<file path="src/rtl/tsdr_pkg.sv">
// Package for the touch swipe direction repeat block.
// Holds gesture codes, register indexes and the item and configuration types.
// No dependencies.
`default_nettype none

package tsdr_pkg;

    typedef enum logic [2:0] {
        DIR_NONE  = 3'd0,
        DIR_RIGHT = 3'd1,
        DIR_LEFT  = 3'd2,
        DIR_DOWN  = 3'd3,
        DIR_UP    = 3'd4
    } tsdr_dir_t;

    localparam int unsigned CFG_INDEX_W = 2;
    localparam int unsigned CFG_DATA_W  = 16;

    localparam logic [CFG_INDEX_W-1:0] REG_UPDATE_INTERVAL       = 2'd0;
    localparam logic [CFG_INDEX_W-1:0] REG_MOVE_THRESHOLD        = 2'd1;
    localparam logic [CFG_INDEX_W-1:0] REG_FIRST_REPEAT_INTERVAL = 2'd2;

    localparam logic [15:0] RST_UPDATE_INTERVAL       = 16'd50;
    localparam logic [15:0] RST_MOVE_THRESHOLD        = 16'd10;
    localparam logic [15:0] RST_FIRST_REPEAT_INTERVAL = 16'd300;

    localparam logic [7:0] REPEAT_MAX = 8'd255;

    typedef struct packed {
        logic [15:0] pos_x;
        logic [15:0] pos_y;
        logic [31:0] now_ms;
    } tsdr_item_t;

    typedef struct packed {
        logic [15:0] update_interval;
        logic [15:0] move_threshold;
        logic [15:0] first_repeat_interval;
    } tsdr_cfg_t;

endpackage

`default_nettype wire

</file>
<file path="src/rtl/touch_swipe_direction_repeat.sv">
// Top level of the touch swipe direction repeat block: input register,
// configuration registers, result register. Depends on tsdr_pkg, tsdr_tracker.
//
//   channel | direction | handshake           | payload
//   s_      | in        | s_valid / s_ready   | s_pos_x, s_pos_y, s_now_ms
//   m_      | out       | m_valid / m_ready   | m_gesture
//   cfg_    | in        | cfg_wr_en           | cfg_index, cfg_wdata
//
// One item per cycle sustained while no result is stalled; each accepted item
// passes the input register, then the result register after the tracker logic.
// Reset clears the tracking state, the configuration to its defaults and
// both valid flags. A stalled result holds in the result register while one
// more item waits in the input register; s_ready drops only when both are full.
`default_nettype none

module touch_swipe_direction_repeat (
    input  wire logic                               aclk,
    input  wire logic                               aresetn,
    input  wire logic                               s_valid,
    output logic                                    s_ready,
    input  wire logic [15:0]                        s_pos_x,
    input  wire logic [15:0]                        s_pos_y,
    input  wire logic [31:0]                        s_now_ms,
    output logic                                    m_valid,
    input  wire logic                               m_ready,
    output logic [2:0]                              m_gesture,
    input  wire logic                               cfg_wr_en,
    input  wire logic [tsdr_pkg::CFG_INDEX_W-1:0]   cfg_index,
    input  wire logic [tsdr_pkg::CFG_DATA_W-1:0]    cfg_wdata
);
    import tsdr_pkg::*;

    tsdr_cfg_t  cfg_reg;
    tsdr_item_t in_item_reg;
    logic       in_valid_reg;
    logic       out_valid_reg;
    tsdr_dir_t  out_gesture_reg;
    tsdr_dir_t  gesture;
    logic       advance;

    assign advance = in_valid_reg && (!out_valid_reg || m_ready);
    assign s_ready = !in_valid_reg || advance;

    always_ff @(posedge aclk) begin
        if (!aresetn) begin
            cfg_reg.update_interval       <= RST_UPDATE_INTERVAL;
            cfg_reg.move_threshold        <= RST_MOVE_THRESHOLD;
            cfg_reg.first_repeat_interval <= RST_FIRST_REPEAT_INTERVAL;
        end else if (cfg_wr_en) begin
            case (cfg_index)
                REG_UPDATE_INTERVAL:       cfg_reg.update_interval       <= cfg_wdata;
                REG_MOVE_THRESHOLD:        cfg_reg.move_threshold        <= cfg_wdata;
                REG_FIRST_REPEAT_INTERVAL: cfg_reg.first_repeat_interval <= cfg_wdata;
                default: ;
            endcase
        end
    end

    always_ff @(posedge aclk) begin
        if (!aresetn) begin
            in_valid_reg <= 1'b0;
        end else if (s_ready) begin
            in_valid_reg <= s_valid;
        end
    end

    always_ff @(posedge aclk) begin
        if (s_valid && s_ready) begin
            in_item_reg.pos_x  <= s_pos_x;
            in_item_reg.pos_y  <= s_pos_y;
            in_item_reg.now_ms <= s_now_ms;
        end
    end

    tsdr_tracker u_tracker (
        .aclk    (aclk),
        .aresetn (aresetn),
        .step    (advance),
        .item    (in_item_reg),
        .cfg     (cfg_reg),
        .gesture (gesture)
    );

    always_ff @(posedge aclk) begin
        if (!aresetn) begin
            out_valid_reg <= 1'b0;
        end else if (advance) begin
            out_valid_reg <= 1'b1;
        end else if (m_ready) begin
            out_valid_reg <= 1'b0;
        end
    end

    always_ff @(posedge aclk) begin
        if (advance) begin
            out_gesture_reg <= gesture;
        end
    end

    assign m_valid   = out_valid_reg;
    assign m_gesture = out_gesture_reg;

endmodule

`default_nettype wire

</file>
<file path="src/rtl/tsdr_classify.sv">
// Movement classifier: dominant axis direction from the position delta.
// Depends on tsdr_pkg.
`default_nettype none

module tsdr_classify (
    input  wire logic [15:0]        pos_x,
    input  wire logic [15:0]        pos_y,
    input  wire logic [15:0]        prev_x,
    input  wire logic [15:0]        prev_y,
    input  wire logic [15:0]        move_threshold,
    output tsdr_pkg::tsdr_dir_t     dir
);
    import tsdr_pkg::*;

    logic [15:0] abs_x;
    logic [15:0] abs_y;

    assign abs_x = (pos_x >= prev_x) ? (pos_x - prev_x) : (prev_x - pos_x);
    assign abs_y = (pos_y >= prev_y) ? (pos_y - prev_y) : (prev_y - pos_y);

    always_comb begin
        if ((abs_x < move_threshold) && (abs_y < move_threshold)) begin
            dir = DIR_NONE;
        end else if (abs_x >= abs_y) begin
            dir = (pos_x > prev_x) ? DIR_RIGHT : DIR_LEFT;
        end else begin
            dir = (pos_y > prev_y) ? DIR_DOWN : DIR_UP;
        end
    end

endmodule

`default_nettype wire

</file>
<file path="src/rtl/tsdr_tracker.sv">
// Touch tracking state and repeat timing; one item per step.
// Depends on tsdr_pkg and tsdr_classify.
`default_nettype none

module tsdr_tracker (
    input  wire logic                aclk,
    input  wire logic                aresetn,
    input  wire logic                step,
    input  tsdr_pkg::tsdr_item_t     item,
    input  tsdr_pkg::tsdr_cfg_t      cfg,
    output tsdr_pkg::tsdr_dir_t      gesture
);
    import tsdr_pkg::*;

    logic        touching_reg, touching_next;
    logic [15:0] prev_x_reg, prev_x_next;
    logic [15:0] prev_y_reg, prev_y_next;
    logic [31:0] eval_stamp_reg, eval_stamp_next;
    tsdr_dir_t   held_reg, held_next;
    logic [31:0] emit_stamp_reg, emit_stamp_next;
    logic [7:0]  count_reg, count_next;
    logic        skip_reg, skip_next;

    tsdr_dir_t   dir;
    logic        released;
    logic [31:0] eval_elapsed;
    logic [31:0] emit_elapsed;
    logic [15:0] need;

    tsdr_classify u_classify (
        .pos_x          (item.pos_x),
        .pos_y          (item.pos_y),
        .prev_x         (prev_x_reg),
        .prev_y         (prev_y_reg),
        .move_threshold (cfg.move_threshold),
        .dir            (dir)
    );

    assign released     = (item.pos_x == 16'd0) && (item.pos_y == 16'd0);
    assign eval_elapsed = item.now_ms - eval_stamp_reg;
    assign emit_elapsed = item.now_ms - emit_stamp_reg;
    assign need         = (count_reg == 8'd1) ? cfg.first_repeat_interval
                                              : cfg.update_interval;

    always_comb begin
        touching_next   = touching_reg;
        prev_x_next     = prev_x_reg;
        prev_y_next     = prev_y_reg;
        eval_stamp_next = eval_stamp_reg;
        held_next       = held_reg;
        emit_stamp_next = emit_stamp_reg;
        count_next      = count_reg;
        skip_next       = skip_reg;
        gesture         = DIR_NONE;
        if (released) begin
            if (touching_reg) begin
                touching_next = 1'b0;
                held_next     = DIR_NONE;
                count_next    = 8'd0;
                skip_next     = 1'b0;
            end
        end else if (!touching_reg) begin
            touching_next   = 1'b1;
            prev_x_next     = item.pos_x;
            prev_y_next     = item.pos_y;
            eval_stamp_next = item.now_ms;
            held_next       = DIR_NONE;
            count_next      = 8'd0;
            skip_next       = 1'b1;
        end else if (eval_elapsed >= {16'd0, cfg.update_interval}) begin
            eval_stamp_next = item.now_ms;
            prev_x_next     = item.pos_x;
            prev_y_next     = item.pos_y;
            if (skip_reg) begin
                skip_next = 1'b0;
            end else if (dir != DIR_NONE) begin
                if (dir != held_reg) begin
                    held_next       = dir;
                    count_next      = 8'd1;
                    emit_stamp_next = item.now_ms;
                    gesture         = dir;
                end else if (emit_elapsed >= {16'd0, need}) begin
                    if (count_reg != REPEAT_MAX) begin
                        count_next = count_reg + 8'd1;
                    end
                    emit_stamp_next = item.now_ms;
                    gesture         = dir;
                end
            end else begin
                held_next  = DIR_NONE;
                count_next = 8'd0;
            end
        end
    end

    always_ff @(posedge aclk) begin
        if (!aresetn) begin
            touching_reg   <= 1'b0;
            prev_x_reg     <= '0;
            prev_y_reg     <= '0;
            eval_stamp_reg <= '0;
            held_reg       <= DIR_NONE;
            emit_stamp_reg <= '0;
            count_reg      <= '0;
            skip_reg       <= 1'b0;
        end else if (step) begin
            touching_reg   <= touching_next;
            prev_x_reg     <= prev_x_next;
            prev_y_reg     <= prev_y_next;
            eval_stamp_reg <= eval_stamp_next;
            held_reg       <= held_next;
            emit_stamp_reg <= emit_stamp_next;
            count_reg      <= count_next;
            skip_reg       <= skip_next;
        end
    end

endmodule

`default_nettype wire

</file>
<file path="config.mk">
export PLATFORM = sky130hd
export DESIGN_NAME = touch_swipe_direction_repeat
export DESIGN_NICKNAME = d
export VERILOG_FILES = /design/src/rtl/tsdr_pkg.sv /design/src/rtl/touch_swipe_direction_repeat.sv /design/src/rtl/tsdr_classify.sv /design/src/rtl/tsdr_tracker.sv
export SDC_FILE = /design/constraint.sdc
export NUM_CORES = 1
export LEC_CHECK = 0
export BUFFER_PORTS_ARGS = -buffer_cell sky130_fd_sc_hd__buf_2
export CAP_MARGIN = 20
export CORE_ASPECT_RATIO = 1.2
export CORE_MARGIN = 10
export CORE_UTILIZATION = 65
export DETAILED_ROUTE_END_ITERATION = 7
export HOLD_SLACK_MARGIN = 0.05
export PLACE_DENSITY_LB_ADDON = 0.05
export SYNTH_ARGS = -nofsm -noshare
export SYNTH_HDL_FRONTEND = slang
export SYNTH_SLANG_ARGS = --single-unit
</file>
<file path="constraint.sdc">
create_clock -name aclk -period 16.3 [get_ports aclk]
set_clock_uncertainty 0.15 [all_clocks]
set_input_delay 3.26 -clock aclk [delete_from_list [all_inputs] [get_ports aclk]]
set_output_delay 3.26 -clock aclk [all_outputs]
set_load 0.02 [all_outputs]
</file>
==> results of run 1 <==
## metal layers
layer / track usage (%) / vias to the layer above / share of wire (%)
met4: 11.8 / 0 / 4.6
met2: 50.8 / 439 / 52
li1: - / 7970 / -
met3: 3.65 / 130 / 4.5
met1: 29.9 / 7538 / 39
met5: 0 / - / 0
## how the worst max path moves through the flow
stage                          from                      to
finish              in_item_reg[48]  u_tracker.count_reg[6]
global route        in_item_reg[48]  u_tracker.count_reg[6]
CTS                 in_item_reg[48]  u_tracker.count_reg[6]
detailed placement  in_item_reg[48]  u_tracker.count_reg[6]
global placement    in_item_reg[48]  u_tracker.count_reg[6]
floorplan                   m_ready                 s_ready
## cell type report
| class | instances | area (um2) |
|---|---|---|
| Multi-Input combinational cell | 1688 | 11500 |
| Antenna cell | 2 | 5.00 |
| Sequential cell | 226 | 5190 |
| Fill cell | 2212 | 8000 |
| Clock inverter | 9 | 75.1 |
| Clock buffer | 37 | 764 |
| Tap cell | 340 | 425 |
| Inverter | 209 | 785 |
| Timing Repair Buffer | 97 | 510 |
## per-stage QoR
stage	std cells	utilization, %
after floorplan	2228	-
after global placement	2559	67.5
after detailed placement	2559	67.5
after CTS	2605	70.6
after global routing	2606	70.6
final	2608	70.7
## cells in the final DEF (no fill, tap or decap), types with 22 or more instances in the layout
cell	instances
nand2_1	314
inv_1	208
ha_1	204
a21oi_1	162
dfxtp_1	159
o21ai_0	139
nor2_1	103
nand3_1	93
buf_2	90
mux2i_1	70
edfxtp_1	67
xnor2_1	46
nand4_1	44
a21boi_0	43
a21o_1	42
clkbuf_16	28
xor2_1	27
o21bai_1	26
nor3_1	26
nand2b_1	22
## worst max-delay path, stage by stage (launching register included)
cell	delay (ns)
edfxtp_1	0.43
inv_1	0.08
ha_1	0.15
inv_1	0.07
fa_1	0.41
a211oi_1	0.32
o211ai_1	0.15
nand3_1	0.12
and3_1	0.88
mux2_1	0.32
a21oi_1	0.10
o2111a_1	0.28
o31ai_1	0.45
xor2_1	0.29
ha_1	0.30
and4_1	0.21
a221oi_1	0.25
a21oi_1	0.11
a211oi_1	0.61
a211oi_1	0.14
o32a_4	0.37
o41ai_2	0.98
nor3_1	0.15
o21a_1	0.22
## synth_stat cells (15+ instances only)
cell and number:
a21oi_1 162, nand2_1 314, o21ai_1 20, nor2_1 103, nand3_1 93, xnor2_1 46
clkbuf_1 68, a21boi_0 43, xor2_1 27, edfxtp_1 67, inv_1 208, nor3_1 26
nand4_1 44, dfxtp_1 159, o211ai_1 16, nor4_1 15, a211oi_1 20, o21a_1 22
a21o_1 42, o21ai_0 139, ha_1 204, nor2b_1 15, o21bai_1 26, nand2b_1 22
mux2i_1 70
## logic make-up after synthesis
kind of cell | after synthesis | synth area share, %
buffers and inverters | 314 | 7.54
AND/OR/NAND/NOR | 721 | 19.1
AO/OA/AOI/OAI | 603 | 21.6
adder cells (fa/ha/maj) | 210 | 14.8
multiplexers | 81 | 4.58
flip-flops | 226 | 28.8
XOR/XNOR | 73 | 3.55
## power by group
group	internal [mW]	leakage, nW	switching (mW)
clock	0.340	0.414	0.236
combinational	0.214	5.37	0.330
sequential	0.606	1.95	0.0234
==> results.md, run 1 <==
- Startpoint types: register
- HP Class: reg2reg
- Mapped Nets: 2525
- RSZ-0062 raised after global routing: no
- Routed WL per cell: 18.8 um
- Port bufs: 91
- Largest net degree at the start of global routing: 110
- Max-cap violation count: 0
- Post-synthesis async set-or-reset flop share: 0%
- Post-Syn Instances: 2228
- Slew HR: 27.6%
- VDD IR-drop max: 0.108 mV
- Post-synth EDFFs: 67
- Post-synthesis sequential area ratio: 28.8%
- Setup ws final: 8.65 ns
- Final hold vios: 0
- Number of flip-flops in the largest register: 64
- Crit path time final: 7.65 ns
- CP endpoint kind: register
- Die area: 0.0348 mm2
- Post-route design area: 0.0193 mm2
- Highest Clock Rate: 0.131 GHz
- Status: finished, final reports clean
- WL final: 48.9 mm
- GR Util All Layers: 27.3%
- Crit share post-route: 46.9%
- Die H: 202 um
- Worst Tran Pin Value: 1.07 ns
- Slew Viols, Final: 0
- Grt total ovfl: 0
- Num rows: 66
- Post-DRT Antenna Nets: 0
- Drt pass-1 iters: 5
- # DRC: 0
- Area contributors post-synth: dfxtp_1 (18%), ha_1 (14%), edfxtp_1 (11%)
- Clk sinks: 226
- R2r startpoint: in_item_reg[48]
- Post-Syn Area: 0.0180 mm2
- Lkg Pwr: 7.73 nW
- Hold path depth: 2
- R2R Setup Slk: 8.65 ns
- Clk_lat worst skew: 0.54 ns
- I/O pins: 92
- Cell Area, Placed: 0.0184 mm2
- Mean post-synth cell area: 8.09 um2
- Hpwl dp: 37.5 mm
- Total CTS buffers: 25
- Post-synth cell types: 96
- Via count: 16077
- Worst r2r path cells: 23
- Routed vias/inst: 6.16
- Cts hold-fix bufs: 0
- Min-Delay Startpoint: u_tracker.eval_stamp_reg[29]
- DR iter-0 viols: 1154
- CTS Buffer Depth: 3
- Hold EP: u_tracker.eval_stamp_reg[29]
- Crit Path Category: reg2reg
- Warnings from Yosys: 0
- Setup violators final: 0
- Fin Hold WS: 0.299 ns
- Overall power: 1.75 mW
- Top FF cell, synth: dfxtp_1
- Final nets: 2544
- Synth Register Bits: 226
- Share of cells above drive strength 1: 8.08%
- CTS Root Cell: clkbuf_16
- Area grow syn2layout: 6.85%
- Die Width: 172 um
- Pwr Density: 90.9 mW/mm2
- Clk pin slew, worst setup/hold paths: 0.06 ns
- # H-tree levels: 1
- CP Data Required Time: 16.58 ns
- Initial Utilization: 66.1%
- Core area: 0.0273 mm2
- First-pass GRT wire length: 78.8 mm
- # Post-CTS Setup Buffers: 0
- CTS tree: built
- CTS resizes: 0
- Yosys top cell by area: dfxtp_1
- FF-to-FF End: u_tracker.count_reg[6]
- Number of global-route vias before repair: 16091
- Worst slack at placement: 8.74 ns
- WP data arrival: 7.93 ns
- RePlAce Congestion: 0.971
- Initial antenna violation count: 2
- Setup TNS: 0 ns
- Crit Path Max Fanout: 23
- Yosys top cell area share: 17.7%
Note: power is estimated with default switching activity, not from simulation.
==> run 2: changes to the inputs <==
--- a/config.mk
+++ b/config.mk
@@ -9,7 +9,7 @@
 export CAP_MARGIN = 20
 export CORE_ASPECT_RATIO = 1.2
 export CORE_MARGIN = 10
-export CORE_UTILIZATION = 65
+export CORE_UTILIZATION = 57
 export DETAILED_ROUTE_END_ITERATION = 7
 export HOLD_SLACK_MARGIN = 0.05
 export PLACE_DENSITY_LB_ADDON = 0.05
==> constraint.sdc (replaced) <==
create_clock -name aclk -period 6.7 [get_ports aclk]
set_clock_uncertainty 0.15 [all_clocks]
set_input_delay 1.34 -clock aclk [delete_from_list [all_inputs] [get_ports aclk]]
set_output_delay 1.34 -clock aclk [all_outputs]
set_load 0.02 [all_outputs]
==> results.md, run 2 (synthesis results as in run 1) <==
- HP Class: reg2reg (unchanged)
- Most frequent cells in the layout: nand2_1 (314), inv_1 (208), ha_1 (202) (was nand2_1 (314), inv_1 (208), ha_1 (204))
- Number of global-route vias before repair: 15708 (was 16091)
- Final nets: 2570 (was 2544)
- Crit share post-route: 94.3% (was 46.9%)
- # fillers: 2803 (was 2212)
- Max stage delay cell, worst path: o41a_1 (was o41ai_2)
- Post-route design area: 0.0196 mm2 (was 0.0193 mm2)
- Setup TNS: 0 ns (unchanged)
- WL final: 49.4 mm (was 48.9 mm)
- Pwr Density: 221 mW/mm2 (was 90.9 mW/mm2)
- Hpwl dp: 38.3 mm (was 37.5 mm)
- Clk pin slew, worst setup/hold paths: 0.06 ns (about the same)
- CTS tree: built (unchanged)
- # H-tree levels: 1 (unchanged)
- Port bufs: 91 (unchanged)
- Cell Area, Placed: 0.0187 mm2 (was 0.0184 mm2)
- Largest net degree at the start of global routing: 129 (was 110)
- VDD IR-drop max: 0.258 mV (was 0.108 mV)
- Status: finished, final reports clean (unchanged)
- Worst slack at placement: -0.116 ns (was 8.74 ns)
- CTS Root Cell: clkbuf_16 (unchanged)
- WP data arrival: 6.57 ns (was 7.93 ns)
- Highest Clock Rate: 0.158 GHz (was 0.131 GHz)
- Routed WL per cell: 18.3 um (was 18.8 um)
- Number of flip-flops in the largest register: 64 (unchanged)
- Crit path time final: 6.32 ns (was 7.65 ns)
- Total CTS buffers: 26 (was 25)
- Die H: 215 um (was 202 um)
- Fin Hold WS: 0.297 ns (was 0.299 ns)
- CTS Buffer Depth: 3 (unchanged)
- Setup violators final: 0 (unchanged)
- Die Width: 182 um (was 172 um)
- Drt pass-1 iters: 6 (was 5)
- GR Util All Layers: 24.1% (was 27.3%)
- Crit Path Max Fanout: 7 (was 23)
- Startpoint types: register (unchanged)
- Max-cap violation count: 0 (unchanged)
- Die area: 0.0392 mm2 (was 0.0348 mm2)
- Via count: 16061 (was 16077)
- Clk_lat worst skew: 0.55 ns (was 0.54 ns)
- Initial antenna violation count: 2 (unchanged)
- Post-DRT Antenna Nets: 0 (unchanged)
- I/O pins: 92 (unchanged)
- Most common cell after layout, fill and taps aside: nand2_1 (unchanged)
- Cell family with most CP delay: compound AO/OA/AOI/OAI gates (unchanged)
- # DRC: 0 (unchanged)
- Clk sinks: 226 (unchanged)
- DR iter-0 viols: 941 (was 1154)
- Area grow syn2layout: 8.88% (was 6.85%)
- Routed vias/inst: 5.96 (was 6.16)
- Worst Tran Pin Value: 0.965 ns (was 1.07 ns)
- RSZ-0062 raised after global routing: no (unchanged)
- RePlAce Congestion: 0.940 (was 0.971)
- Crit Path Category: reg2reg (unchanged)
- Slew HR: 35.5% (was 27.6%)
- CP Data Required Time: 6.95 ns (was 16.58 ns)
- Num rows: 71 (was 66)
- Max incr delay on CP: 0.53 ns (was 0.98 ns)
- Core area: 0.0313 mm2 (was 0.0273 mm2)
- Initial Utilization: 57.6% (was 66.1%)
- Setup ws final: 0.380 ns (was 8.65 ns)
- Grt total ovfl: 0 (unchanged)
- Lkg Pwr: 7.86 nW (was 7.73 nW)
- Buffers & Inverters on Critical Path: 3 (was 2)
- Slew Viols, Final: 0 (unchanged)
- First-pass GRT wire length: 79.5 mm (was 78.8 mm)
- Share of cells above drive strength 1: 9.51% (was 8.08%)
- CP endpoint kind: register (unchanged)
- Final hold vios: 0 (unchanged)
- Overall power: 4.34 mW (was 1.75 mW)
run 2: cell types whose count changed in the layout (fill, tap and decap cells not counted), sizes merged:
cell / delta
buf: +24
clkinvlp: +2
clkbuf: +1
clkinv: -1
diode: -1
o41ai: +1
run 2: cell type report:
type / instances / area, um2 / area share, %
Antenna cell: 1 / 2.50 / 0.0128
Clock buffer: 38 / 778 / 3.97
Clock inverter: 10 / 90.1 / 0.459
Inverter: 209 / 785 / 4.00
Multi-Input combinational cell: 1689 / 11600 / 58.9
Sequential cell: 226 / 5190 / 26.5
Tap cell: 401 / 502 / 2.56
Timing Repair Buffer: 121 / 716 / 3.65
run 2: final timing paths:
path,start,to,slack (ns),depth (start not counted)
max,in_item_reg[32],u_tracker.count_reg[2],0.38,26
min,u_tracker.eval_stamp_reg[30],u_tracker.eval_stamp_reg[30],0.30,2
max reg2reg,in_item_reg[32],u_tracker.count_reg[2],0.38,26
min reg2reg,u_tracker.eval_stamp_reg[30],u_tracker.eval_stamp_reg[30],0.30,2
run 2: power breakdown:
| part | leakage, nW | switching (mW) | internal, mW |
|---|---|---|---|
| Clock | 0.420 | 0.590 | 0.846 |
| Sequential | 1.95 | 0.0540 | 1.47 |
| Combinational | 5.49 | 0.823 | 0.550 |
| Total | 7.86 | 1.47 | 2.87 |
run 2: stage by stage:
step	std cells	util, %
2_1_floorplan	2228	-
3_3_place_gp	2640	59.6
3_5_place_dp	2640	59.6
4_1_cts	2688	62.5
5_1_grt	2694	62.7
6_report	2695	62.8
run 2: per-layer routing:
layer	up-vias	wire length [um]	GRT usage (%)	share of wire, %
met2	408	25000	43.5	51
met1	7483	19700	27.1	40
met4	2	2580	12.6	5.2
li1	8022	-	-	-
met5	-	8	0	0.016
met3	146	2070	3.03	4.2
run 2: repair_timing:
item / CTS / global route
gates resized for setup: 1 / 9
hold buffers: 0 / 0
pin swaps: 0 / 3
setup buffers: 0 / 4
gates cloned: 0 / 1
endpoints found under the setup margin: 7 / 46
run 2: worst min-delay path, stage by stage, from the launching register on:
cell and delay, ns:
dfxtp_1 0.31, nand2_1 0.05, o21ai_1 0.05
